--- src/rtl/pid_controller_anti_windup_defines.svh ---
// ----------------------------------------------------------------------------
// PID controller assertion macros
// Shared helpers for the concurrent checks of the PID controller.
// ----------------------------------------------------------------------------
`ifndef PID_CONTROLLER_ANTI_WINDUP_DEFINES_SVH
`define PID_CONTROLLER_ANTI_WINDUP_DEFINES_SVH

// Implication checked on every clock edge outside reset.
`define PIDAW_ASSERT_IMP(label, clk, rst, ante, cons, msg) \
   label: assert property (@(posedge clk) disable iff (rst) (ante) |-> (cons)) else $error(msg);

// Consequence checked in the cycle after the antecedent.
`define PIDAW_ASSERT_NEXT(label, clk, rst, ante, cons, msg) \
   label: assert property (@(posedge clk) disable iff (rst) (ante) |=> (cons)) else $error(msg);

`endif

--- src/rtl/pidaw_pkg.sv ---
// ----------------------------------------------------------------------------
// PID controller package
// Types, constants and fixed-point helpers shared by the PID controller.
// ----------------------------------------------------------------------------
package pidaw_pkg;

   localparam int DATA_WIDTH = 32;
   localparam int FRAC_BITS  = 16;
   localparam int STEP_BITS  = 16;
   localparam int PROD_WIDTH = 2 * DATA_WIDTH;
   localparam int QUO_WIDTH  = DATA_WIDTH + STEP_BITS;
   localparam int RND_WIDTH  = PROD_WIDTH - FRAC_BITS;
   localparam int CNT_WIDTH  = $clog2(QUO_WIDTH);
   localparam int ADDR_WIDTH = 5;

   localparam logic [2:0] REG_GAIN_P     = 3'd0;
   localparam logic [2:0] REG_GAIN_I     = 3'd1;
   localparam logic [2:0] REG_GAIN_D     = 3'd2;
   localparam logic [2:0] REG_DRIVE_LOW  = 3'd3;
   localparam logic [2:0] REG_DRIVE_HIGH = 3'd4;
   localparam logic [2:0] REG_ACCUM_LOW  = 3'd5;
   localparam logic [2:0] REG_ACCUM_HIGH = 3'd6;

   localparam logic OP_UPDATE = 1'b0;
   localparam logic OP_CLEAR  = 1'b1;

   localparam logic signed [DATA_WIDTH-1:0] SMAX = {1'b0, {(DATA_WIDTH-1){1'b1}}};
   localparam logic signed [DATA_WIDTH-1:0] SMIN = {1'b1, {(DATA_WIDTH-1){1'b0}}};

   typedef struct packed {
      logic signed [DATA_WIDTH-1:0] gain_p;
      logic signed [DATA_WIDTH-1:0] gain_i;
      logic signed [DATA_WIDTH-1:0] gain_d;
      logic signed [DATA_WIDTH-1:0] drive_low;
      logic signed [DATA_WIDTH-1:0] drive_high;
      logic signed [DATA_WIDTH-1:0] accum_low;
      logic signed [DATA_WIDTH-1:0] accum_high;
   } cfg_type;

   typedef enum logic [2:0] {
      MUL_PROP,
      MUL_DERIV,
      MUL_INC,
      MUL_CAND,
      MUL_ACCUM
   } mul_sel_type;

   typedef enum logic [4:0] {
      ST_IDLE,
      ST_START,
      ST_DIV_INIT,
      ST_DIV_RUN,
      ST_DIV_END,
      ST_P_MUL,
      ST_P_RND,
      ST_D_MUL,
      ST_D_RND,
      ST_INC_MUL,
      ST_INC_RND,
      ST_CAND,
      ST_CI_MUL,
      ST_CI_RND,
      ST_COMMIT,
      ST_I_MUL,
      ST_I_RND,
      ST_SUM,
      ST_DONE
   } ctrl_state_type;

   typedef struct packed {
      logic        load;
      logic        div_init;
      logic        div_step;
      logic        div_end;
      logic        mul_en;
      logic        rnd_en;
      mul_sel_type mul_sel;
      logic        cand;
      logic        commit;
      logic        sum;
      logic        out_load;
   } dp_cmd_type;

   typedef struct packed {
      logic have_last;
      logic step_nz;
      logic integ;
      logic div_last;
   } dp_status_type;

   function automatic logic signed [DATA_WIDTH-1:0] sat_wide(
      input logic signed [DATA_WIDTH:0] v);
      logic signed [DATA_WIDTH-1:0] r;
      if (v > $signed({SMAX[DATA_WIDTH-1], SMAX})) r = SMAX;
      else if (v < $signed({SMIN[DATA_WIDTH-1], SMIN})) r = SMIN;
      else r = v[DATA_WIDTH-1:0];
      return r;
   endfunction

   function automatic logic signed [DATA_WIDTH-1:0] sat_add(
      input logic signed [DATA_WIDTH-1:0] a, input logic signed [DATA_WIDTH-1:0] b);
      return sat_wide($signed({a[DATA_WIDTH-1], a}) + $signed({b[DATA_WIDTH-1], b}));
   endfunction

   function automatic logic signed [DATA_WIDTH-1:0] sat_sub(
      input logic signed [DATA_WIDTH-1:0] a, input logic signed [DATA_WIDTH-1:0] b);
      return sat_wide($signed({a[DATA_WIDTH-1], a}) - $signed({b[DATA_WIDTH-1], b}));
   endfunction

   // A value below lo gives lo first, so with crossed limits a value below lo gives lo and any other hi.
   function automatic logic signed [DATA_WIDTH-1:0] clamp(
      input logic signed [DATA_WIDTH-1:0] v, input logic signed [DATA_WIDTH-1:0] lo,
      input logic signed [DATA_WIDTH-1:0] hi);
      logic signed [DATA_WIDTH-1:0] r;
      if (v < lo) r = lo;
      else if (v > hi) r = hi;
      else r = v;
      return r;
   endfunction

   // Applies a sign to a magnitude and saturates to the signed data range.
   function automatic logic signed [DATA_WIDTH-1:0] sign_sat(
      input logic neg, input logic [RND_WIDTH-1:0] m);
      logic [RND_WIDTH-1:0] lim;
      logic [RND_WIDTH-1:0] c;
      lim = neg ? (RND_WIDTH'(1) << (DATA_WIDTH - 1)) : RND_WIDTH'(SMAX);
      c   = (m > lim) ? lim : m;
      return neg ? -$signed(c[DATA_WIDTH-1:0]) : $signed(c[DATA_WIDTH-1:0]);
   endfunction

   // Drops the fraction bits of a product, rounding half away from zero.
   function automatic logic signed [DATA_WIDTH-1:0] round_sat(
      input logic signed [PROD_WIDTH-1:0] p);
      logic                  neg;
      logic [PROD_WIDTH-1:0] m;
      neg = p[PROD_WIDTH-1];
      m   = neg ? PROD_WIDTH'(-p) : PROD_WIDTH'(p);
      m   = m + (PROD_WIDTH'(1) << (FRAC_BITS - 1));
      return sign_sat(neg, m[PROD_WIDTH-1:FRAC_BITS]);
   endfunction

endpackage

--- src/rtl/pidaw_csr.sv ---
// ----------------------------------------------------------------------------
// PID controller register bank
// Holds gains and limits, written and read over the configuration port.
// ----------------------------------------------------------------------------
module pidaw_csr
   import pidaw_pkg::*;
(
   input  logic                  clock,
   input  logic                  reset,
   input  logic                  csr_psel,
   input  logic                  csr_penable,
   input  logic                  csr_pwrite,
   input  logic [ADDR_WIDTH-1:0] csr_paddr,
   input  logic [31:0]           csr_pwdata,
   output logic [31:0]           csr_prdata,
   output logic                  csr_pready,
   output cfg_type               cfg
);

   cfg_type    cfg_ff;
   logic       wr_en;
   logic [2:0] idx;

   assign csr_pready = 1'b1;
   assign wr_en      = csr_psel && csr_penable && csr_pwrite;
   assign idx        = csr_paddr[4:2];
   assign cfg        = cfg_ff;

   always_ff @(posedge clock) begin
      if (reset) begin
         cfg_ff.gain_p     <= '0;
         cfg_ff.gain_i     <= '0;
         cfg_ff.gain_d     <= '0;
         cfg_ff.drive_low  <= SMIN;
         cfg_ff.drive_high <= SMAX;
         cfg_ff.accum_low  <= SMIN;
         cfg_ff.accum_high <= SMAX;
      end else if (wr_en) begin
         unique case (idx)
            REG_GAIN_P:     cfg_ff.gain_p     <= csr_pwdata;
            REG_GAIN_I:     cfg_ff.gain_i     <= csr_pwdata;
            REG_GAIN_D:     cfg_ff.gain_d     <= csr_pwdata;
            REG_DRIVE_LOW:  cfg_ff.drive_low  <= csr_pwdata;
            REG_DRIVE_HIGH: cfg_ff.drive_high <= csr_pwdata;
            REG_ACCUM_LOW:  cfg_ff.accum_low  <= csr_pwdata;
            REG_ACCUM_HIGH: cfg_ff.accum_high <= csr_pwdata;
            default: ;
         endcase
      end
   end

   always_comb begin
      unique case (idx)
         REG_GAIN_P:     csr_prdata = cfg_ff.gain_p;
         REG_GAIN_I:     csr_prdata = cfg_ff.gain_i;
         REG_GAIN_D:     csr_prdata = cfg_ff.gain_d;
         REG_DRIVE_LOW:  csr_prdata = cfg_ff.drive_low;
         REG_DRIVE_HIGH: csr_prdata = cfg_ff.drive_high;
         REG_ACCUM_LOW:  csr_prdata = cfg_ff.accum_low;
         REG_ACCUM_HIGH: csr_prdata = cfg_ff.accum_high;
         default:        csr_prdata = '0;
      endcase
   end

endmodule

--- config.mk ---
export PLATFORM = sky130hd
export DESIGN_NAME = pidaw_csr
export DESIGN_NICKNAME = d
export VERILOG_FILES = /design/src/rtl/pid_controller_anti_windup_defines.svh /design/src/rtl/pidaw_pkg.sv /design/src/rtl/pidaw_csr.sv
export SDC_FILE = /design/constraint.sdc
export NUM_CORES = 1
export LEC_CHECK = 0
export ABC_AREA = 1
export ABC_CLOCK_PERIOD_IN_PS = 1700
export BUFFER_PORTS_ARGS = -buffer_cell sky130_fd_sc_hd__buf_2
export CAP_MARGIN = 40
export CORE_MARGIN = 2
export CORE_UTILIZATION = 45
export CTS_CLUSTER_DIAMETER = 120
export DETAILED_ROUTE_END_ITERATION = 16
export PLACE_DENSITY = 0.7
export RECOVER_POWER = 50
export SYNTH_ARGS = -nofsm -noshare
export SYNTH_HDL_FRONTEND = slang
export SYNTH_SLANG_ARGS = --single-unit
--- constraint.sdc ---
create_clock -name clock -period 1.7 [get_ports clock]
set_clock_uncertainty 0.15 [all_clocks]
set_input_delay 0.085 -clock clock [delete_from_list [all_inputs] [get_ports clock]]
set_output_delay 0.085 -clock clock [all_outputs]
set_load 0.005 [all_outputs]
==> flow_summary.yaml <==
clocking:
  clk_latency_ns: 0.51
  clock_path_buffers: 3
  root_buffer: "clkbuf_16"
  clkTransAtPathRegs_ns: 0.06
  clock-sinks: 224
  cts_htree_levels: 1
  cts_buffers: 25
  cts_tree: "yes"
  postCtsSetupBuffers: 0
synthesis:
  yosysWarningCount: 0
  postSynthCellCount: 1702
  yosysUniqueCellTypes: 18
  synth-seq-cells: 224
  syn_avg_cell_area_um2: 6.35
  ys_seq_area_share_pct: 41.5
  synth_nets: 1744
  netlist_area_um2: 10800
floorplan:
  start_util_pct: 45.9
  io_pins: 299
  die_area_um2: 25300
  rows: 56
  die_width_um: 159
  core_area_um2: 23500
  die_h_um: 159
worst_setup_path:
  reg2reg_depth: 3
  crit_top_cell: "nand2_1"
  crit_type: "reg2out"
  r2r-end: "cfg[63]"
  path_max_fanout: 3
  r2r_setup_slack_ns: 0.41
  arrival_ns: 1.39
  crit_path_start: "cfg[30]"
  required_ns: 1.46
  r2r_start: "cfg[63]"
  critPathMaxStageDelay_ns: 0.35
  critPathLaunchType: "register"
  crit_path_end: "csr_prdata[30]"
  slowest_stage: "dfxtp_1"
  path_cells: "nand4_1, nand2_1, nor2_2, nand2_1, buf_2"
  crit_path_end_kind: "output pin"
sta:
  max_slew.worst_pin.slew_ns: 0.926
  hold_viol: 0
  maxSlewViolCount: 0
  grt_setup_unrepaired: "no"
  setup_tns_ns: 0
  worst_slack_ns: 0.0710
  fin_crit_ns: 1.63
  setup_violations: 0
  max_slew_margin_pct: 38.3
  fin_crit_sh_pct: 95.8
  max_clock_freq_mhz: 614
cells_and_area:
  antennaDiodeCount: 0
  area_growth_pct: 28.2
  layout_commonest_cell: "nand2_1"
  layout_common_cells: "nand2_1, nor2_1, buf_2"
  largest_reg_flops: 224
  layout.nets: 2022
  layout-drive-gt1-share_pct: 18.5
  fin_area_um2: 13900
power:
  p_leak_uw: 0.00661
  p_per_area_nw_per_um2: 882
  max-vdd-ir-drop_mv: 0.653
routing:
  vias: 12500
  vias_per_cell: 5.38
  routedWlPerCell_um: 17.7
  totalWireLength_um: 40900
  drc_errors: 0
  final_antenna_net_count: 0
  firstDrtPassIters: 9
  drt_iter0_drc: 1260
place:
  pre_cts_ws_ns: 0.0365
  dpl-instance-area_um2: 12800
  io_buffer_count: 295
  gp_congestion: 0.878
  post-dp-hpwl_um: 26900
global_route:
  track_usage_pct: 31.1
  grt_pass1_wl_um: 63800
  overflow: 0
  grt_pass1_vias: 11300
  grt_max_degree: 69
  antenna_found_initial: 1
worst_hold_path:
  hp-class: "in2reg"
flow_run:
  maxCapViolations: 0
outcome:
  status: "finished clean"
-- layer usage --
metal | vias up | wire (um) | global-route usage [%]
met4 | 2 | 1170 | 8.80
met1 | 5651 | 16500 | 41.3
met5 | - | 13 | 0
met2 | 747 | 18700 | 51.5
met3 | 76 | 4480 | 6.25
li1 | 5980 | - | -
-- cells in the mapped netlist --
| master | n | area [um2] |
|---|---|---|
| buf_4 | 7 | 52.6 |
| o21ai_0 | 33 | 165 |
| nand3_1 | 228 | 1140 |
| dfxtp_1 | 224 | 4480 |
| nor2_2 | 4 | 25.0 |
| buf_6 | 1 | 11.3 |
| inv_1 | 65 | 244 |
| inv_2 | 4 | 15.0 |
| clkbuf_1 | 40 | 150 |
| buf_1 | 17 | 63.8 |
| conb_1 | 1 | 3.75 |
| nor2_4 | 4 | 45.0 |
| nand4_1 | 96 | 601 |
| nor2_8 | 2 | 40.0 |
| nand3_2 | 3 | 30.0 |
| nor2_1 | 419 | 1570 |
| nand2_1 | 485 | 1820 |
| buf_2 | 69 | 345 |
-- critical path: cells and delay by family, from the launching register on --
kind                   cells  cell delay [ns]
and+or+nand+nor            4             0.40
DFF                        1             0.35
buffers and inverters      1             0.13
-- layout make-up --
cell class | count | area, um2
sequential | 224 | 4480
clock buffer | 37 | 721
clock inverter | 6 | 108
inverter | 69 | 265
multi-input combinational | 1275 | 5480
fill | 2336 | 9680
tap | 319 | 399
timing repair buffer | 385 | 2410
-- stage by stage --
stage / instances / hold slack (ns) / util, % / total power, uW
finish: 2315 / 0.0300 / 58.9 / 12200
global route: 2315 / 0.0427 / 58.9 / 12600
CTS: 2315 / 0.00851 / 59.6 / 12300
detailed placement: 2237 / 0.182 / 54.6 / 6710
global placement: 2236 / 0.180 / 54.5 / 6690
floorplan: 1702 / 0.0612 / - / 6160
-- how the worst min path moves through the flow --
stage | start | to | slack [ns] | depth (start not counted)
4_1_cts | csr_paddr[2] | cfg[127] | 0.009 | 5
3_5_place_dp | csr_pwdata[12] | cfg[76] | 0.18 | 3
6_report | csr_pwrite | cfg[163] | 0.03 | 5
3_3_place_gp | csr_pwdata[17] | cfg[81] | 0.18 | 3
5_1_grt | csr_pwrite | cfg[165] | 0.04 | 5
2_1_floorplan | csr_pwdata[0] | cfg[64] | 0.06 | 2
-- where the power goes --
group	leakage (uW)	switching, uW	internal, uW	total, uW
clock	0.000403	2220	3370	5580
sequential	0.00181	56.8	5320	5370
combinational	0.00440	843	435	1280
-- kinds of logic after synthesis --
| group | count (synthesis) | synth area share, % |
|---|---|---|
| buf+inv | 203 | 8.16 |
| flops | 224 | 41.5 |
| other cells | 1 | 0.0347 |
| simple gates | 1241 | 48.8 |
| compound gates | 33 | 1.53 |
-- timing repair --
item,in CTS,in global routing
endpoints found under the hold margin,224,0
gates resized for setup,0,3
setup endpoints to repair,0,3
hold buffers,35,0
Note: power is estimated with default switching activity, not from simulation.
