[src/rtl/pid_controller_anti_windup_defines.svh]
// ----------------------------------------------------------------------------
// PID controller assertion macros
// Shared helpers for the concurrent checks of the PID controller.
// ----------------------------------------------------------------------------
`ifndef PID_CONTROLLER_ANTI_WINDUP_DEFINES_SVH
`define PID_CONTROLLER_ANTI_WINDUP_DEFINES_SVH

// Implication checked on every clock edge outside reset.
`define PIDAW_ASSERT_IMP(label, clk, rst, ante, cons, msg) \
   label: assert property (@(posedge clk) disable iff (rst) (ante) |-> (cons)) else $error(msg);

// Consequence checked in the cycle after the antecedent.
`define PIDAW_ASSERT_NEXT(label, clk, rst, ante, cons, msg) \
   label: assert property (@(posedge clk) disable iff (rst) (ante) |=> (cons)) else $error(msg);

`endif

[src/rtl/pidaw_pkg.sv]
// ----------------------------------------------------------------------------
// PID controller package
// Types, constants and fixed-point helpers shared by the PID controller.
// ----------------------------------------------------------------------------
package pidaw_pkg;

   localparam int DATA_WIDTH = 32;
   localparam int FRAC_BITS  = 16;
   localparam int STEP_BITS  = 16;
   localparam int PROD_WIDTH = 2 * DATA_WIDTH;
   localparam int QUO_WIDTH  = DATA_WIDTH + STEP_BITS;
   localparam int RND_WIDTH  = PROD_WIDTH - FRAC_BITS;
   localparam int CNT_WIDTH  = $clog2(QUO_WIDTH);
   localparam int ADDR_WIDTH = 5;

   localparam logic [2:0] REG_GAIN_P     = 3'd0;
   localparam logic [2:0] REG_GAIN_I     = 3'd1;
   localparam logic [2:0] REG_GAIN_D     = 3'd2;
   localparam logic [2:0] REG_DRIVE_LOW  = 3'd3;
   localparam logic [2:0] REG_DRIVE_HIGH = 3'd4;
   localparam logic [2:0] REG_ACCUM_LOW  = 3'd5;
   localparam logic [2:0] REG_ACCUM_HIGH = 3'd6;

   localparam logic OP_UPDATE = 1'b0;
   localparam logic OP_CLEAR  = 1'b1;

   localparam logic signed [DATA_WIDTH-1:0] SMAX = {1'b0, {(DATA_WIDTH-1){1'b1}}};
   localparam logic signed [DATA_WIDTH-1:0] SMIN = {1'b1, {(DATA_WIDTH-1){1'b0}}};

   typedef struct packed {
      logic signed [DATA_WIDTH-1:0] gain_p;
      logic signed [DATA_WIDTH-1:0] gain_i;
      logic signed [DATA_WIDTH-1:0] gain_d;
      logic signed [DATA_WIDTH-1:0] drive_low;
      logic signed [DATA_WIDTH-1:0] drive_high;
      logic signed [DATA_WIDTH-1:0] accum_low;
      logic signed [DATA_WIDTH-1:0] accum_high;
   } cfg_type;

   typedef enum logic [2:0] {
      MUL_PROP,
      MUL_DERIV,
      MUL_INC,
      MUL_CAND,
      MUL_ACCUM
   } mul_sel_type;

   typedef enum logic [4:0] {
      ST_IDLE,
      ST_START,
      ST_DIV_INIT,
      ST_DIV_RUN,
      ST_DIV_END,
      ST_P_MUL,
      ST_P_RND,
      ST_D_MUL,
      ST_D_RND,
      ST_INC_MUL,
      ST_INC_RND,
      ST_CAND,
      ST_CI_MUL,
      ST_CI_RND,
      ST_COMMIT,
      ST_I_MUL,
      ST_I_RND,
      ST_SUM,
      ST_DONE
   } ctrl_state_type;

   typedef struct packed {
      logic        load;
      logic        div_init;
      logic        div_step;
      logic        div_end;
      logic        mul_en;
      logic        rnd_en;
      mul_sel_type mul_sel;
      logic        cand;
      logic        commit;
      logic        sum;
      logic        out_load;
   } dp_cmd_type;

   typedef struct packed {
      logic have_last;
      logic step_nz;
      logic integ;
      logic div_last;
   } dp_status_type;

   function automatic logic signed [DATA_WIDTH-1:0] sat_wide(
      input logic signed [DATA_WIDTH:0] v);
      logic signed [DATA_WIDTH-1:0] r;
      if (v > $signed({SMAX[DATA_WIDTH-1], SMAX})) r = SMAX;
      else if (v < $signed({SMIN[DATA_WIDTH-1], SMIN})) r = SMIN;
      else r = v[DATA_WIDTH-1:0];
      return r;
   endfunction

   function automatic logic signed [DATA_WIDTH-1:0] sat_add(
      input logic signed [DATA_WIDTH-1:0] a, input logic signed [DATA_WIDTH-1:0] b);
      return sat_wide($signed({a[DATA_WIDTH-1], a}) + $signed({b[DATA_WIDTH-1], b}));
   endfunction

   function automatic logic signed [DATA_WIDTH-1:0] sat_sub(
      input logic signed [DATA_WIDTH-1:0] a, input logic signed [DATA_WIDTH-1:0] b);
      return sat_wide($signed({a[DATA_WIDTH-1], a}) - $signed({b[DATA_WIDTH-1], b}));
   endfunction

   // A value below lo gives lo first, so with crossed limits a value below lo gives lo and any other hi.
   function automatic logic signed [DATA_WIDTH-1:0] clamp(
      input logic signed [DATA_WIDTH-1:0] v, input logic signed [DATA_WIDTH-1:0] lo,
      input logic signed [DATA_WIDTH-1:0] hi);
      logic signed [DATA_WIDTH-1:0] r;
      if (v < lo) r = lo;
      else if (v > hi) r = hi;
      else r = v;
      return r;
   endfunction

   // Applies a sign to a magnitude and saturates to the signed data range.
   function automatic logic signed [DATA_WIDTH-1:0] sign_sat(
      input logic neg, input logic [RND_WIDTH-1:0] m);
      logic [RND_WIDTH-1:0] lim;
      logic [RND_WIDTH-1:0] c;
      lim = neg ? (RND_WIDTH'(1) << (DATA_WIDTH - 1)) : RND_WIDTH'(SMAX);
      c   = (m > lim) ? lim : m;
      return neg ? -$signed(c[DATA_WIDTH-1:0]) : $signed(c[DATA_WIDTH-1:0]);
   endfunction

   // Drops the fraction bits of a product, rounding half away from zero.
   function automatic logic signed [DATA_WIDTH-1:0] round_sat(
      input logic signed [PROD_WIDTH-1:0] p);
      logic                  neg;
      logic [PROD_WIDTH-1:0] m;
      neg = p[PROD_WIDTH-1];
      m   = neg ? PROD_WIDTH'(-p) : PROD_WIDTH'(p);
      m   = m + (PROD_WIDTH'(1) << (FRAC_BITS - 1));
      return sign_sat(neg, m[PROD_WIDTH-1:FRAC_BITS]);
   endfunction

endpackage

[src/rtl/pidaw_ctrl.sv]
// ----------------------------------------------------------------------------
// PID controller sequencer
// Steps the datapath through one update and owns both stream handshakes.
// ----------------------------------------------------------------------------
`include "pid_controller_anti_windup_defines.svh"

module pidaw_ctrl
   import pidaw_pkg::*;
(
   input  logic          clock,
   input  logic          reset,
   input  logic          req_tvalid,
   output logic          req_tready,
   input  logic          req_op,
   output logic          rsp_tvalid,
   input  logic          rsp_tready,
   input  dp_status_type status,
   output dp_cmd_type    cmd
);

   ctrl_state_type state_ff, state_in;
   logic           out_valid_ff, out_valid_in;
   logic           accept;

   assign req_tready = (state_ff == ST_IDLE);
   assign accept     = req_tvalid && req_tready;
   assign rsp_tvalid = out_valid_ff;

   always_ff @(posedge clock) begin
      if (reset) begin
         state_ff     <= ST_IDLE;
         out_valid_ff <= 1'b0;
      end else begin
         state_ff     <= state_in;
         out_valid_ff <= out_valid_in;
      end
   end

   always_comb begin
      state_in     = state_ff;
      cmd          = '0;
      cmd.mul_sel  = MUL_PROP;
      out_valid_in = out_valid_ff && !rsp_tready;
      unique case (state_ff)
         ST_IDLE: begin
            if (accept) begin
               cmd.load = 1'b1;
               state_in = (req_op == OP_CLEAR) ? ST_DONE : ST_START;
            end
         end
         ST_START: state_in = (status.have_last && status.step_nz) ? ST_DIV_INIT : ST_P_MUL;
         ST_DIV_INIT: begin
            cmd.div_init = 1'b1;
            state_in     = ST_DIV_RUN;
         end
         ST_DIV_RUN: begin
            cmd.div_step = 1'b1;
            if (status.div_last) state_in = ST_DIV_END;
         end
         ST_DIV_END: begin
            cmd.div_end = 1'b1;
            state_in    = ST_P_MUL;
         end
         ST_P_MUL: begin
            cmd.mul_en = 1'b1;
            state_in   = ST_P_RND;
         end
         ST_P_RND: begin
            cmd.rnd_en = 1'b1;
            state_in   = ST_D_MUL;
         end
         ST_D_MUL: begin
            cmd.mul_en  = 1'b1;
            cmd.mul_sel = MUL_DERIV;
            state_in    = ST_D_RND;
         end
         ST_D_RND: begin
            cmd.rnd_en  = 1'b1;
            cmd.mul_sel = MUL_DERIV;
            state_in    = (status.integ && status.step_nz) ? ST_INC_MUL : ST_I_MUL;
         end
         ST_INC_MUL: begin
            cmd.mul_en  = 1'b1;
            cmd.mul_sel = MUL_INC;
            state_in    = ST_INC_RND;
         end
         ST_INC_RND: begin
            cmd.rnd_en  = 1'b1;
            cmd.mul_sel = MUL_INC;
            state_in    = ST_CAND;
         end
         ST_CAND: begin
            cmd.cand = 1'b1;
            state_in = ST_CI_MUL;
         end
         ST_CI_MUL: begin
            cmd.mul_en  = 1'b1;
            cmd.mul_sel = MUL_CAND;
            state_in    = ST_CI_RND;
         end
         ST_CI_RND: begin
            cmd.rnd_en  = 1'b1;
            cmd.mul_sel = MUL_CAND;
            state_in    = ST_COMMIT;
         end
         ST_COMMIT: begin
            cmd.commit = 1'b1;
            state_in   = ST_I_MUL;
         end
         ST_I_MUL: begin
            cmd.mul_en  = 1'b1;
            cmd.mul_sel = MUL_ACCUM;
            state_in    = ST_I_RND;
         end
         ST_I_RND: begin
            cmd.rnd_en  = 1'b1;
            cmd.mul_sel = MUL_ACCUM;
            state_in    = ST_SUM;
         end
         ST_SUM: begin
            cmd.sum  = 1'b1;
            state_in = ST_DONE;
         end
         ST_DONE: begin
            // Wait here while an earlier result is still unclaimed.
            if (!out_valid_ff || rsp_tready) begin
               cmd.out_load = 1'b1;
               out_valid_in = 1'b1;
               state_in     = ST_IDLE;
            end
         end
         default: state_in = ST_IDLE;
      endcase
   end

   `PIDAW_ASSERT_IMP(a_out_no_overwrite, clock, reset, cmd.out_load, !out_valid_ff || rsp_tready, "result register overwritten before transfer")
   `PIDAW_ASSERT_NEXT(a_clear_to_done, clock, reset, accept && req_op == OP_CLEAR, state_ff == ST_DONE, "clear request did not go straight to result")
   `PIDAW_ASSERT_NEXT(a_div_ends, clock, reset, state_ff == ST_DIV_RUN && status.div_last, state_ff == ST_DIV_END, "divider did not finish after its last step")
   `PIDAW_ASSERT_IMP(a_div_needs_step, clock, reset, state_ff == ST_DIV_INIT, status.step_nz && status.have_last, "derivative started without a time step or previous error")

endmodule

[config.mk]
export PLATFORM = sky130hd
export DESIGN_NAME = pidaw_ctrl
export DESIGN_NICKNAME = d
export VERILOG_FILES = /design/src/rtl/pidaw_pkg.sv /design/src/rtl/pidaw_ctrl.sv
export VERILOG_INCLUDE_DIRS = /design/src /design/src/rtl
export SDC_FILE = /design/constraint.sdc
export NUM_CORES = 1
export LEC_CHECK = 0
export BUFFER_PORTS_ARGS = -buffer_cell sky130_fd_sc_hd__buf_2
export CORE_MARGIN = 2
export CORE_UTILIZATION = 35
export DETAILED_ROUTE_END_ITERATION = 10
export PLACE_DENSITY = 0.66
export SYNTH_ARGS = -nofsm -noshare
export SYNTH_HDL_FRONTEND = slang
export SYNTH_SLANG_ARGS = --single-unit
export TNS_END_PERCENT = 5
[constraint.sdc]
create_clock -name clock -period 4.2 [get_ports clock]
set_input_delay 0.63 -clock clock [delete_from_list [all_inputs] [get_ports clock]]
set_output_delay 0.63 -clock clock [all_outputs]
set_load 0.02 [all_outputs]
==> results.sh <==
export IMPL_p_per_area_mw_per_mm2=593.8
export IMPL_grt_antenna_before_repair=0
export IMPL_synth_compound_area_share_pct=27.04
export IMPL_cts_sinks=6
export IMPL_yosysSeqAreaShare_pct=18.68
export IMPL_cts_repair_resized=0
export IMPL_clockBufferDepth=2
export IMPL_layout_cells_most_common="buf_2"
export IMPL_hpwl_um=1268
export IMPL_routed_wl_um=1687
export IMPL_worstPathCellList="nand2_1, or3_1, a21oi_1, buf_2"
export IMPL_post_place_cells=131
export IMPL_yosys_warnings=0
export IMPL_synth_distinct_cells=42
export IMPL_ant_nets=0
export IMPL_power_switching_mw=0.2396
export IMPL_cts_tree="done"
export IMPL_num_vias=736
export IMPL_synthCells=90
export IMPL_crit_buf_inv=1
export IMPL_row_count=15
export IMPL_post_place_ws_ns=1.978
export IMPL_slowest_delay_ns=0.68
export IMPL_final_min_clock_period_ns=2.523
export IMPL_placed_cell_area_um2=757.0
export IMPL_via_per_inst=5.493
export IMPL_synth_xor_area_share_pct=2.724
export IMPL_end_kind="output port"
export IMPL_timing_final_ws_setup_ns=1.677
export IMPL_p_seq_share_pct=30.3
export IMPL_synth_top_family_by_area="simple AND/OR/NAND/NOR gates"
export IMPL_cp_start_kind="flop"
export IMPL_place_gp_congestion=0.8391
export IMPL_timing_final_crit_share_pct=60.06
export IMPL_dieArea_mm2=0.002196
export IMPL_num_io_pins=24
export IMPL_cp_arrival_ns=1.89
export IMPL_grt_max_degree=24
export IMPL_finalPower_mw=0.4629
export IMPL_synth_nets=99
export IMPL_fp_dieW_um=46.87
export IMPL_dr_pass1_iters=4
export IMPL_design_area_um2=779.5
export IMPL_h_tree_depth=1
export IMPL_drive_above_1_share_pct=28.44
export IMPL_hold_viol_final=0
export IMPL_p_int_mw=0.2232
export IMPL_synth_fa_ha_area_share_pct=0
export IMPL_timing_hold_ws_ns=0.6315
export IMPL_crit_family="flip-flops"
export IMPL_hp_class="in2reg"
export IMPL_maxSlewHeadroom_pct=57.09
export IMPL_combPwrFrac_pct=58.7
export IMPL_p_leak_nw=0.3392
export IMPL_synth_edf_count=0
export IMPL_clock_latency_ns=0.24
export IMPL_core_area_mm2=0.001727
export IMPL_rr_worst_depth=4
export IMPL_hold_path_depth=2
export IMPL_cp_slowest_cell="dfxtp_1"
export IMPL_start_util_pct=37.25
export IMPL_cts_hold_buf=0
export IMPL_swShare_pct=51.78
export IMPL_critPathKind="reg2out"
export IMPL_critPathRequiredTime_ns=3.57
export IMPL_setup_viol=0
export IMPL_fin_setup_tns_ns=0
export IMPL_netlist_area_um2=643.1
export IMPL_grt_overflow_total=0
export IMPL_synth_mux_area_share_pct=3.502
export IMPL_fin_util_pct=45.14
export IMPL_vdd_drop_max_mv=0.3622
export IMPL_syn_avg_cell_area_um2=7.146
export IMPL_fmax_mhz=396.4
export IMPL_finClkSkew_ns=0.003163
export IMPL_cts_inserted_buffers=3
export IMPL_synth_simple_gate_area_share_pct=40.66
export IMPL_layout_common_cells="23 x buf_2, 9 x nor2_1, 7 x a21oi_1, 6 x nor3_1, 6 x dfxtp_1"
export IMPL_grt_total_usage_pct=16.26
export IMPL_grt_pass1_wl_um=2539
export IMPL_max_cap_violations=0
export IMPL_synth_seq_cells=6
export IMPL_grt_pass1_vias=579
export IMPL_routedWlPerCell_um=12.59
export IMPL_die_h_um=46.87
export IMPL_final_cells=134
export IMPL_status="completed"
export IMPL_ys_flop_type="dfxtp_1"
export IMPL_clkPwrFrac_pct=11.1
export IMPL_fin_nets=120
export IMPL_critPathMaxFanout=18
export IMPL_synthToLayoutAreaGrowth_pct=21.21
export IMPL_async_flop_share_pct=0
export IMPL_crit_cells=4
export IMPL_postCtsSetupBuffers=0
export IMPL_cts_clk_slew_worst_paths_ns=0.05
export IMPL_n_antenna_cell=0
export IMPL_max_slew_worst_pin_slew_ns=0.6427
export IMPL_port_buffers=23
export IMPL_rsz0062_at_grt="no"
export IMPL_cts_root_buffer_cell="clkbuf_4"
export IMPL_drc=0
export IMPL_finalMaxSlewViolations=0
export IMPL_drtIter0Drc=12
-- kinds of logic (layout without fill, tap and decap cells) --
logic type / count (synthesis) / after routing
buffers and inverters: 11 / 30
AND/OR/NAND/NOR: 43 / 43
flip-flops: 6 / 6
XOR/XNOR: 2 / 2
AO/OA/AOI/OAI: 26 / 26
multiplexers: 2 / 2
-- power by group through the flow --
stage | clock network [mW] | logic (mW) | registers, mW
global route | 0.0599 | 0.297 | 0.149
global placement | 0 | 0.271 | 0.139
detailed placement | 0 | 0.271 | 0.139
CTS | 0.0535 | 0.273 | 0.138
finish | 0.0512 | 0.271 | 0.140
floorplan | 0 | 0.258 | 0.0866
-- metal layers --
metal	track usage, %	vias up	wire, µm
met5	0	-	0
met4	0.5556	0	0
met3	6.923	0	93
met2	25.21	29	765
met1	22.35	330	828
li1	-	377	-
-- worst paths after layout --
check	to	startpoint	slack, ns
setup / recovery	cmd[4]	state_ff[0]$_SDFFE_PP0P_	1.68
hold / removal	state_ff[3]$_SDFFE_PP0P_	reset	0.63
setup reg to reg	state_ff[1]$_SDFFE_PP0P_	state_ff[4]$_SDFFE_PP0P_	2.26
hold reg to reg	rsp_tvalid$_SDFF_PP0_	rsp_tvalid$_SDFF_PP0_	0.71
-- flip-flops by register name, summed over array words and instances (netlist names) --
signal,count
rsp_tvalid,1
state_ff,5
-- cells in the mapped netlist, drive strengths merged, types with 2 or more instances --
master   number  area, µm²
nor2          9      33.78
nor3          8      50.05
a21oi         7      35.03
buf           6      28.77
dfxtp         6      120.1
inv           4      15.01
nand2         4      15.01
o21ai         4      20.02
a211oi        3      22.52
nor2b         3      18.77
nor3b         3      27.52
a21o          2      15.01
and3          2      12.51
mux2          2      22.52
nand2b        2      12.51
o2bb2ai       2      17.52
or3           2      12.51
or4           2      18.77
-- layout make-up --
cell class	count	area, µm²
timing repair buffer	23	115.1
inverter	4	15.01
clock buffer	3	22.52
sequential	6	120.1
multi-input combinational	73	475.5
fill	190	947.2
tap	25	31.28
-- worst reg2reg max path, delay by kind of cell, from the launching register on --
kind,cells,cell delay (ns)
and+or+nand+nor,3,0.85
DFF,1,0.72
AOI/OAI and AO/OA,1,0.27
Power figures use the tool's default switching activity.
