`config.mk`:
```
export PLATFORM = sky130hd
export DESIGN_NAME = pidaw_dp
export DESIGN_NICKNAME = d
export VERILOG_FILES = /design/src/rtl/pid_controller_anti_windup_defines.svh /design/src/rtl/pidaw_pkg.sv /design/src/rtl/pidaw_dp.sv
export SDC_FILE = /design/constraint.sdc
export NUM_CORES = 2
export LEC_CHECK = 0
export ABC_AREA = 0
export ABC_CLOCK_PERIOD_IN_PS = 12760
export BUFFER_PORTS_ARGS = -buffer_cell sky130_fd_sc_hd__buf_2
export CAP_MARGIN = 20
export CORE_MARGIN = 4
export CORE_UTILIZATION = 59
export CTS_BUF_LIST = sky130_fd_sc_hd__clkbuf_4
export DETAILED_ROUTE_END_ITERATION = 6
export GPL_TIMING_DRIVEN = 0
export PLACE_DENSITY = 0.89
export SYNTH_ARGS = -nofsm -noshare
export SYNTH_HDL_FRONTEND = slang
export SYNTH_SLANG_ARGS = --single-unit
export TNS_END_PERCENT = 5
```
`constraint.sdc`:
```
create_clock -name clock -period 12.76 [get_ports clock]
set_input_delay 2.552 -clock clock [delete_from_list [all_inputs] [get_ports clock]]
set_output_delay 2.552 -clock clock [all_outputs]
set_load 0.02 [all_outputs]
```
`src/rtl/pid_controller_anti_windup_defines.svh`:
```
// ----------------------------------------------------------------------------
// PID controller assertion macros
// Shared helpers for the concurrent checks of the PID controller.
// ----------------------------------------------------------------------------
`ifndef PID_CONTROLLER_ANTI_WINDUP_DEFINES_SVH
`define PID_CONTROLLER_ANTI_WINDUP_DEFINES_SVH

// Implication checked on every clock edge outside reset.
`define PIDAW_ASSERT_IMP(label, clk, rst, ante, cons, msg) \
   label: assert property (@(posedge clk) disable iff (rst) (ante) |-> (cons)) else $error(msg);

// Consequence checked in the cycle after the antecedent.
`define PIDAW_ASSERT_NEXT(label, clk, rst, ante, cons, msg) \
   label: assert property (@(posedge clk) disable iff (rst) (ante) |=> (cons)) else $error(msg);

`endif

```
`src/rtl/pidaw_pkg.sv`:
```
// ----------------------------------------------------------------------------
// PID controller package
// Types, constants and fixed-point helpers shared by the PID controller.
// ----------------------------------------------------------------------------
package pidaw_pkg;

   localparam int DATA_WIDTH = 32;
   localparam int FRAC_BITS  = 16;
   localparam int STEP_BITS  = 16;
   localparam int PROD_WIDTH = 2 * DATA_WIDTH;
   localparam int QUO_WIDTH  = DATA_WIDTH + STEP_BITS;
   localparam int RND_WIDTH  = PROD_WIDTH - FRAC_BITS;
   localparam int CNT_WIDTH  = $clog2(QUO_WIDTH);
   localparam int ADDR_WIDTH = 5;

   localparam logic [2:0] REG_GAIN_P     = 3'd0;
   localparam logic [2:0] REG_GAIN_I     = 3'd1;
   localparam logic [2:0] REG_GAIN_D     = 3'd2;
   localparam logic [2:0] REG_DRIVE_LOW  = 3'd3;
   localparam logic [2:0] REG_DRIVE_HIGH = 3'd4;
   localparam logic [2:0] REG_ACCUM_LOW  = 3'd5;
   localparam logic [2:0] REG_ACCUM_HIGH = 3'd6;

   localparam logic OP_UPDATE = 1'b0;
   localparam logic OP_CLEAR  = 1'b1;

   localparam logic signed [DATA_WIDTH-1:0] SMAX = {1'b0, {(DATA_WIDTH-1){1'b1}}};
   localparam logic signed [DATA_WIDTH-1:0] SMIN = {1'b1, {(DATA_WIDTH-1){1'b0}}};

   typedef struct packed {
      logic signed [DATA_WIDTH-1:0] gain_p;
      logic signed [DATA_WIDTH-1:0] gain_i;
      logic signed [DATA_WIDTH-1:0] gain_d;
      logic signed [DATA_WIDTH-1:0] drive_low;
      logic signed [DATA_WIDTH-1:0] drive_high;
      logic signed [DATA_WIDTH-1:0] accum_low;
      logic signed [DATA_WIDTH-1:0] accum_high;
   } cfg_type;

   typedef enum logic [2:0] {
      MUL_PROP,
      MUL_DERIV,
      MUL_INC,
      MUL_CAND,
      MUL_ACCUM
   } mul_sel_type;

   typedef enum logic [4:0] {
      ST_IDLE,
      ST_START,
      ST_DIV_INIT,
      ST_DIV_RUN,
      ST_DIV_END,
      ST_P_MUL,
      ST_P_RND,
      ST_D_MUL,
      ST_D_RND,
      ST_INC_MUL,
      ST_INC_RND,
      ST_CAND,
      ST_CI_MUL,
      ST_CI_RND,
      ST_COMMIT,
      ST_I_MUL,
      ST_I_RND,
      ST_SUM,
      ST_DONE
   } ctrl_state_type;

   typedef struct packed {
      logic        load;
      logic        div_init;
      logic        div_step;
      logic        div_end;
      logic        mul_en;
      logic        rnd_en;
      mul_sel_type mul_sel;
      logic        cand;
      logic        commit;
      logic        sum;
      logic        out_load;
   } dp_cmd_type;

   typedef struct packed {
      logic have_last;
      logic step_nz;
      logic integ;
      logic div_last;
   } dp_status_type;

   function automatic logic signed [DATA_WIDTH-1:0] sat_wide(
      input logic signed [DATA_WIDTH:0] v);
      logic signed [DATA_WIDTH-1:0] r;
      if (v > $signed({SMAX[DATA_WIDTH-1], SMAX})) r = SMAX;
      else if (v < $signed({SMIN[DATA_WIDTH-1], SMIN})) r = SMIN;
      else r = v[DATA_WIDTH-1:0];
      return r;
   endfunction

   function automatic logic signed [DATA_WIDTH-1:0] sat_add(
      input logic signed [DATA_WIDTH-1:0] a, input logic signed [DATA_WIDTH-1:0] b);
      return sat_wide($signed({a[DATA_WIDTH-1], a}) + $signed({b[DATA_WIDTH-1], b}));
   endfunction

   function automatic logic signed [DATA_WIDTH-1:0] sat_sub(
      input logic signed [DATA_WIDTH-1:0] a, input logic signed [DATA_WIDTH-1:0] b);
      return sat_wide($signed({a[DATA_WIDTH-1], a}) - $signed({b[DATA_WIDTH-1], b}));
   endfunction

   // A value below lo gives lo first, so with crossed limits a value below lo gives lo and any other hi.
   function automatic logic signed [DATA_WIDTH-1:0] clamp(
      input logic signed [DATA_WIDTH-1:0] v, input logic signed [DATA_WIDTH-1:0] lo,
      input logic signed [DATA_WIDTH-1:0] hi);
      logic signed [DATA_WIDTH-1:0] r;
      if (v < lo) r = lo;
      else if (v > hi) r = hi;
      else r = v;
      return r;
   endfunction

   // Applies a sign to a magnitude and saturates to the signed data range.
   function automatic logic signed [DATA_WIDTH-1:0] sign_sat(
      input logic neg, input logic [RND_WIDTH-1:0] m);
      logic [RND_WIDTH-1:0] lim;
      logic [RND_WIDTH-1:0] c;
      lim = neg ? (RND_WIDTH'(1) << (DATA_WIDTH - 1)) : RND_WIDTH'(SMAX);
      c   = (m > lim) ? lim : m;
      return neg ? -$signed(c[DATA_WIDTH-1:0]) : $signed(c[DATA_WIDTH-1:0]);
   endfunction

   // Drops the fraction bits of a product, rounding half away from zero.
   function automatic logic signed [DATA_WIDTH-1:0] round_sat(
      input logic signed [PROD_WIDTH-1:0] p);
      logic                  neg;
      logic [PROD_WIDTH-1:0] m;
      neg = p[PROD_WIDTH-1];
      m   = neg ? PROD_WIDTH'(-p) : PROD_WIDTH'(p);
      m   = m + (PROD_WIDTH'(1) << (FRAC_BITS - 1));
      return sign_sat(neg, m[PROD_WIDTH-1:FRAC_BITS]);
   endfunction

endpackage

```
`src/rtl/pidaw_dp.sv`:
```
// ----------------------------------------------------------------------------
// PID controller datapath
// Error, derivative divider, shared multiplier and anti-windup accumulator.
// ----------------------------------------------------------------------------
module pidaw_dp
   import pidaw_pkg::*;
(
   input  logic                         clock,
   input  logic                         reset,
   input  cfg_type                      cfg,
   input  dp_cmd_type                   cmd,
   input  logic                         in_op,
   input  logic signed [DATA_WIDTH-1:0] in_setpoint,
   input  logic signed [DATA_WIDTH-1:0] in_feedback,
   input  logic [STEP_BITS-1:0]         in_step_time,
   input  logic                         in_integrate_on,
   output dp_status_type                status,
   output logic signed [DATA_WIDTH-1:0] drive
);

   logic signed [DATA_WIDTH-1:0] acc_ff, last_ff, err_ff, deriv_ff;
   logic signed [DATA_WIDTH-1:0] prop_ff, dterm_ff, inc_ff, cand_ff, ci_ff, iterm_ff;
   logic signed [DATA_WIDTH-1:0] res_ff, drive_ff;
   logic                         have_last_ff, integ_ff, neg_ff;
   logic [STEP_BITS-1:0]         dt_ff;
   logic signed [PROD_WIDTH-1:0] prod_ff, prod_in;
   logic signed [DATA_WIDTH-1:0] op_a, op_b, rnd, diff, pd, cout;
   logic [QUO_WIDTH-1:0]         dvd_ff;
   logic [STEP_BITS:0]           rem_ff, rem_sh;
   logic [CNT_WIDTH-1:0]         cnt_ff;
   logic                         fit;

   assign status.have_last = have_last_ff;
   assign status.step_nz   = (dt_ff != '0);
   assign status.integ     = integ_ff;
   assign status.div_last  = (cnt_ff == CNT_WIDTH'(QUO_WIDTH - 1));
   assign drive            = drive_ff;

   always_comb begin
      unique case (cmd.mul_sel)
         MUL_PROP:  begin op_a = cfg.gain_p; op_b = err_ff; end
         MUL_DERIV: begin op_a = cfg.gain_d; op_b = deriv_ff; end
         MUL_INC:   begin op_a = err_ff; op_b = $signed(DATA_WIDTH'(dt_ff)); end
         MUL_CAND:  begin op_a = cfg.gain_i; op_b = cand_ff; end
         MUL_ACCUM: begin op_a = cfg.gain_i; op_b = acc_ff; end
         default:   begin op_a = '0; op_b = '0; end
      endcase
   end

   assign prod_in = PROD_WIDTH'(op_a) * PROD_WIDTH'(op_b);
   assign rnd     = round_sat(prod_ff);
   assign diff    = sat_sub(err_ff, last_ff);
   assign pd      = sat_add(prop_ff, dterm_ff);
   assign cout    = sat_add(pd, ci_ff);
   // Restoring division: one quotient bit a cycle, quotient shifts into dvd_ff.
   assign rem_sh  = {rem_ff[STEP_BITS-1:0], dvd_ff[QUO_WIDTH-1]};
   assign fit     = (rem_sh >= {1'b0, dt_ff});

   always_ff @(posedge clock) begin
      if (cmd.mul_en) prod_ff <= prod_in;
      if (cmd.rnd_en) begin
         unique case (cmd.mul_sel)
            MUL_PROP:  prop_ff  <= rnd;
            MUL_DERIV: dterm_ff <= rnd;
            MUL_INC:   inc_ff   <= rnd;
            MUL_CAND:  ci_ff    <= rnd;
            MUL_ACCUM: iterm_ff <= rnd;
            default: ;
         endcase
      end
      if (cmd.load) begin
         err_ff   <= sat_sub(in_setpoint, in_feedback);
         dt_ff    <= in_step_time;
         integ_ff <= in_integrate_on;
         deriv_ff <= '0;
      end
      if (cmd.div_init) begin
         neg_ff <= diff[DATA_WIDTH-1];
         dvd_ff <= {(diff[DATA_WIDTH-1] ? -diff : diff), {STEP_BITS{1'b0}}};
         rem_ff <= '0;
         cnt_ff <= '0;
      end
      if (cmd.div_step) begin
         rem_ff <= fit ? rem_sh - {1'b0, dt_ff} : rem_sh;
         dvd_ff <= {dvd_ff[QUO_WIDTH-2:0], fit};
         cnt_ff <= cnt_ff + CNT_WIDTH'(1);
      end
      if (cmd.div_end) deriv_ff <= sign_sat(neg_ff, RND_WIDTH'(dvd_ff));
      if (cmd.cand) cand_ff <= clamp(sat_add(acc_ff, inc_ff), cfg.accum_low, cfg.accum_high);
      if (cmd.sum) res_ff <= clamp(sat_add(pd, iterm_ff), cfg.drive_low, cfg.drive_high);
      if (cmd.load && in_op == OP_CLEAR) res_ff <= '0;
      if (cmd.out_load) drive_ff <= res_ff;
   end

   // Controller state of the loop: cleared by reset and by a clear request.
   always_ff @(posedge clock) begin
      if (reset) begin
         acc_ff       <= '0;
         last_ff      <= '0;
         have_last_ff <= 1'b0;
      end else if (cmd.load && in_op == OP_CLEAR) begin
         acc_ff       <= '0;
         last_ff      <= '0;
         have_last_ff <= 1'b0;
      end else begin
         // The candidate is dropped when the output would saturate the way
         // the error already pushes it.
         if (cmd.commit && !((cout > cfg.drive_high && err_ff > 0) ||
                             (cout < cfg.drive_low && err_ff < 0)))
            acc_ff <= cand_ff;
         if (cmd.sum) begin
            last_ff      <= err_ff;
            have_last_ff <= 1'b1;
         end
      end
   end

endmodule

```
==> results.ini <==
[outcome]
status=complete, but fails checks
violations=design-rule violations, max-slew violations, negative setup slack

[synth]
synthArstFlopShare_pct=0
yosys_register_bits=537
synth_warnings=0
yosysSeqAreaShare_pct=19.0
syn_nets=11000
synth_enable_flop_cells=440
synth_flop_cell=edfxtp_1
synth_cell_types=109
avgSynthCellArea_um2=8.98
syn_inst=8894
syn_area_um2=79900

[min_path]
worst_hold_path.endpoint=drive[0]
whs_path_depth=0
min_from=res_ff[0]
hp-class=register to register

[detailed_routing]
dr.pass1.iters=7
post-route-drc-count=7
wl_mm=309
vias=71300
viasPerCell=6.27
wire_per_inst_um=27.2
final_antenna_net_count=0
first_iter_violations=8092

[floorplanning]
io_pins=357
die_area_um2=141000
fp-row-count=134
core-area_um2=134000
fp.dieW_um=376
initial_core_util_pct=59.6
die_h_um=376

[cts]
ctsHoldBuffers=0
cts_buffer_depth=3
clkSinkCount=537
clockRootBuffer=clkbuf_4
htreeDepth=4
cts_made_buffers=148
tritoncts=built
clock_latency_ns=1.17
clkSlewWorstSetupHoldPaths_ns=0.07

[sta]
hold_viol_final=0
fin_worst_skew_ns=0.131
fin_hold_ws_ns=0.431
report.final.slew_viol_count=7
period_share_pct=101
worst_slack_ns=-0.0798
grt_setup_unrepaired=true
slew-limit-headroom_pct=-2.07
post-route-min-period_ns=12.84
fmax_mhz=77.9
setup_viol=1
worst_slew_pin_slew_ns=1.53

[worst_setup_path]
crit_buf_inv=8
path_max_fanout=10
reg2reg_depth=47
crit_family=adder cells
cp_slowest_stage_delay_ns=1.19
start_kind=input pin
cp_slowest_cell=a22oi_1
rr_endpoint=dterm_ff[30]
r2r_start=prod_ff[63]
end_kind=register
worst_path_most_repeated_cell=fa_1
r2r_slack_ns=0.57
worstPathArrival_ns=13.69
cp.required_ns=13.61
critPathKind=input pin to register

[final_layout]
fillers=11000
nets=11500
drive_gt1_share_pct=11.3
syn_to_final_growth_pct=9.98

[placement]
dp_hpwl_mm=255
port_buffers=352
gp_congestion=1.05

[grt]
antenna_found_initial=31
use_met3_pct=15.4
busiest_layer=met2
use_met2_pct=64.3
grt_max_degree=71
grt_usage_pct=43.4
use_met1_pct=54.8
grt_first_pass_wirelength_mm=452
grt-ovfl-total=0
grt_pass1_vias=71200

[job]
drv_cap=0

-- layer usage --
layer,part of all wire [%],wire length (um)
met1,36,112000
met2,42,130000
met3,14,43700
met4,7.5,23200
met5,0.045,138
-- how the worst max path moves through the flow --
stage	start	to	slack, ns	cells after the start
final	cmd[6]	prod_ff[63]	-0.08	34
after floorplan	cmd[4]	prod_ff[62]	0.41	39
after detailed placement	cmd[5]	prod_ff[62]	-3.74	38
after global placement	cmd[4]	prod_ff[62]	-4.00	29
after global routing	prop_ff[1]	acc_ff[23]	-0.10	49
after CTS	cmd[6]	prod_ff[63]	-0.18	35
-- metrics by stage --
| stage | setup WS (ns) | TNS, ns | cells | cell area [um2] | utilization, % |
|---|---|---|---|---|---|
| after floorplan | 0.410 | 0 | 8894 | 79900 | - |
| after global placement | -4.00 | -371.49 | 11000 | 83900 | 62.6 |
| after detailed placement | -3.74 | -323.33 | 11100 | 84400 | 63.0 |
| after CTS | -0.184 | -0.451 | 11300 | 86800 | 64.8 |
| after global routing | -0.101 | -1.77 | 11300 | 87800 | 65.6 |
| final | -0.0798 | -0.0798 | 11400 | 87900 | 65.6 |
-- cell usage after synthesis (18+ instances only) --
cell type	n	share of area, %
a211oi_1	40	0.38
a21boi_0	40	0.38
a21o_1	165	1.6
a21oi_1	384	2.4
a22o_1	49	0.54
a22oi_1	56	0.53
a31oi_1	67	0.52
and2_1	96	0.75
and3_1	43	0.34
buf_1	31	0.15
clkbuf_1	354	1.7
dfxtp_1	97	2.4
edfxtp_1	440	17
fa_1	1089	27
ha_1	651	10
inv_1	1532	7.2
mux2i_1	236	3.0
nand2_1	1069	5.0
nand2b_1	88	0.69
nand3_1	103	0.65
nand4_1	91	0.71
nor2_1	579	2.7
nor2b_1	94	0.74
nor3_1	94	0.59
nor3b_1	18	0.17
nor4_1	46	0.36
o211ai_1	31	0.29
o21a_1	64	0.60
o21ai_0	400	2.5
o21bai_1	27	0.25
o22a_1	18	0.20
o22ai_1	22	0.17
o31ai_1	57	0.54
o41ai_1	18	0.20
or2_2	27	0.21
or3_1	50	0.39
xnor2_1	209	2.3
xor2_1	122	1.3
-- placed cells by master, fill, tap and decap left out, types with 97 or more instances in the layout --
cell	instances
inv_1	1529
fa_1	1087
nand2_1	1066
ha_1	650
nor2_1	575
edfxtp_1	440
a21oi_1	375
o21ai_0	374
buf_2	370
clkbuf_4	245
mux2i_1	235
xnor2_1	205
clkbuf_1	196
a21o_1	165
xor2_1	121
clkbuf_2	109
nand3_1	103
dfxtp_1	97
-- state kept, by name, summed over array words and instances, names as in the netlist, 6 cells and up --
signal and cells:
iterm_ff 32, deriv_ff 32, last_ff 32, err_ff 32
res_ff 32, acc_ff 32, rem_ff 16, drive 32
dterm_ff 32, inc_ff 32, cnt_ff 6, prop_ff 32
dt_ff 16, prod_ff 64, dvd_ff 48, cand_ff 32
ci_ff 32
-- cell type report --
| class | instances | area (um2) | share of cell area [%] |
|---|---|---|---|
| Clock buffer | 214 | 1610 | 1.83 |
| Sequential cell | 537 | 15200 | 17.2 |
| Antenna cell | 17 | 42.5 | 0.0484 |
| Multi-Input combinational cell | 6421 | 58200 | 66.2 |
| Inverter | 1534 | 5770 | 6.57 |
| Buffer | 384 | 1810 | 2.06 |
| Clock inverter | 53 | 365 | 0.416 |
| Tap cell | 1768 | 2210 | 2.52 |
| Timing Repair Buffer | 431 | 2700 | 3.08 |
-- cell families after synthesis --
group,share of synthesized area (%)
buffers and inverters,9.18
DFF,19.0
AOI/OAI and AO/OA,12.9
xor gates and xnor gates,3.63
adders and majority gates,37.6
muxes,3.39
and+or+nand+nor,14.3
-- repair_timing --
item,CTS,global route
cloned,0,0
setup buffers,3,35
pin swaps,4,19
gates resized for setup,180,319
endpoints found under the setup margin,178,131
Power is left out: the tool's default activity adds up to more than one toggle a clock period on the data nets, which glitch-free logic cannot reach.
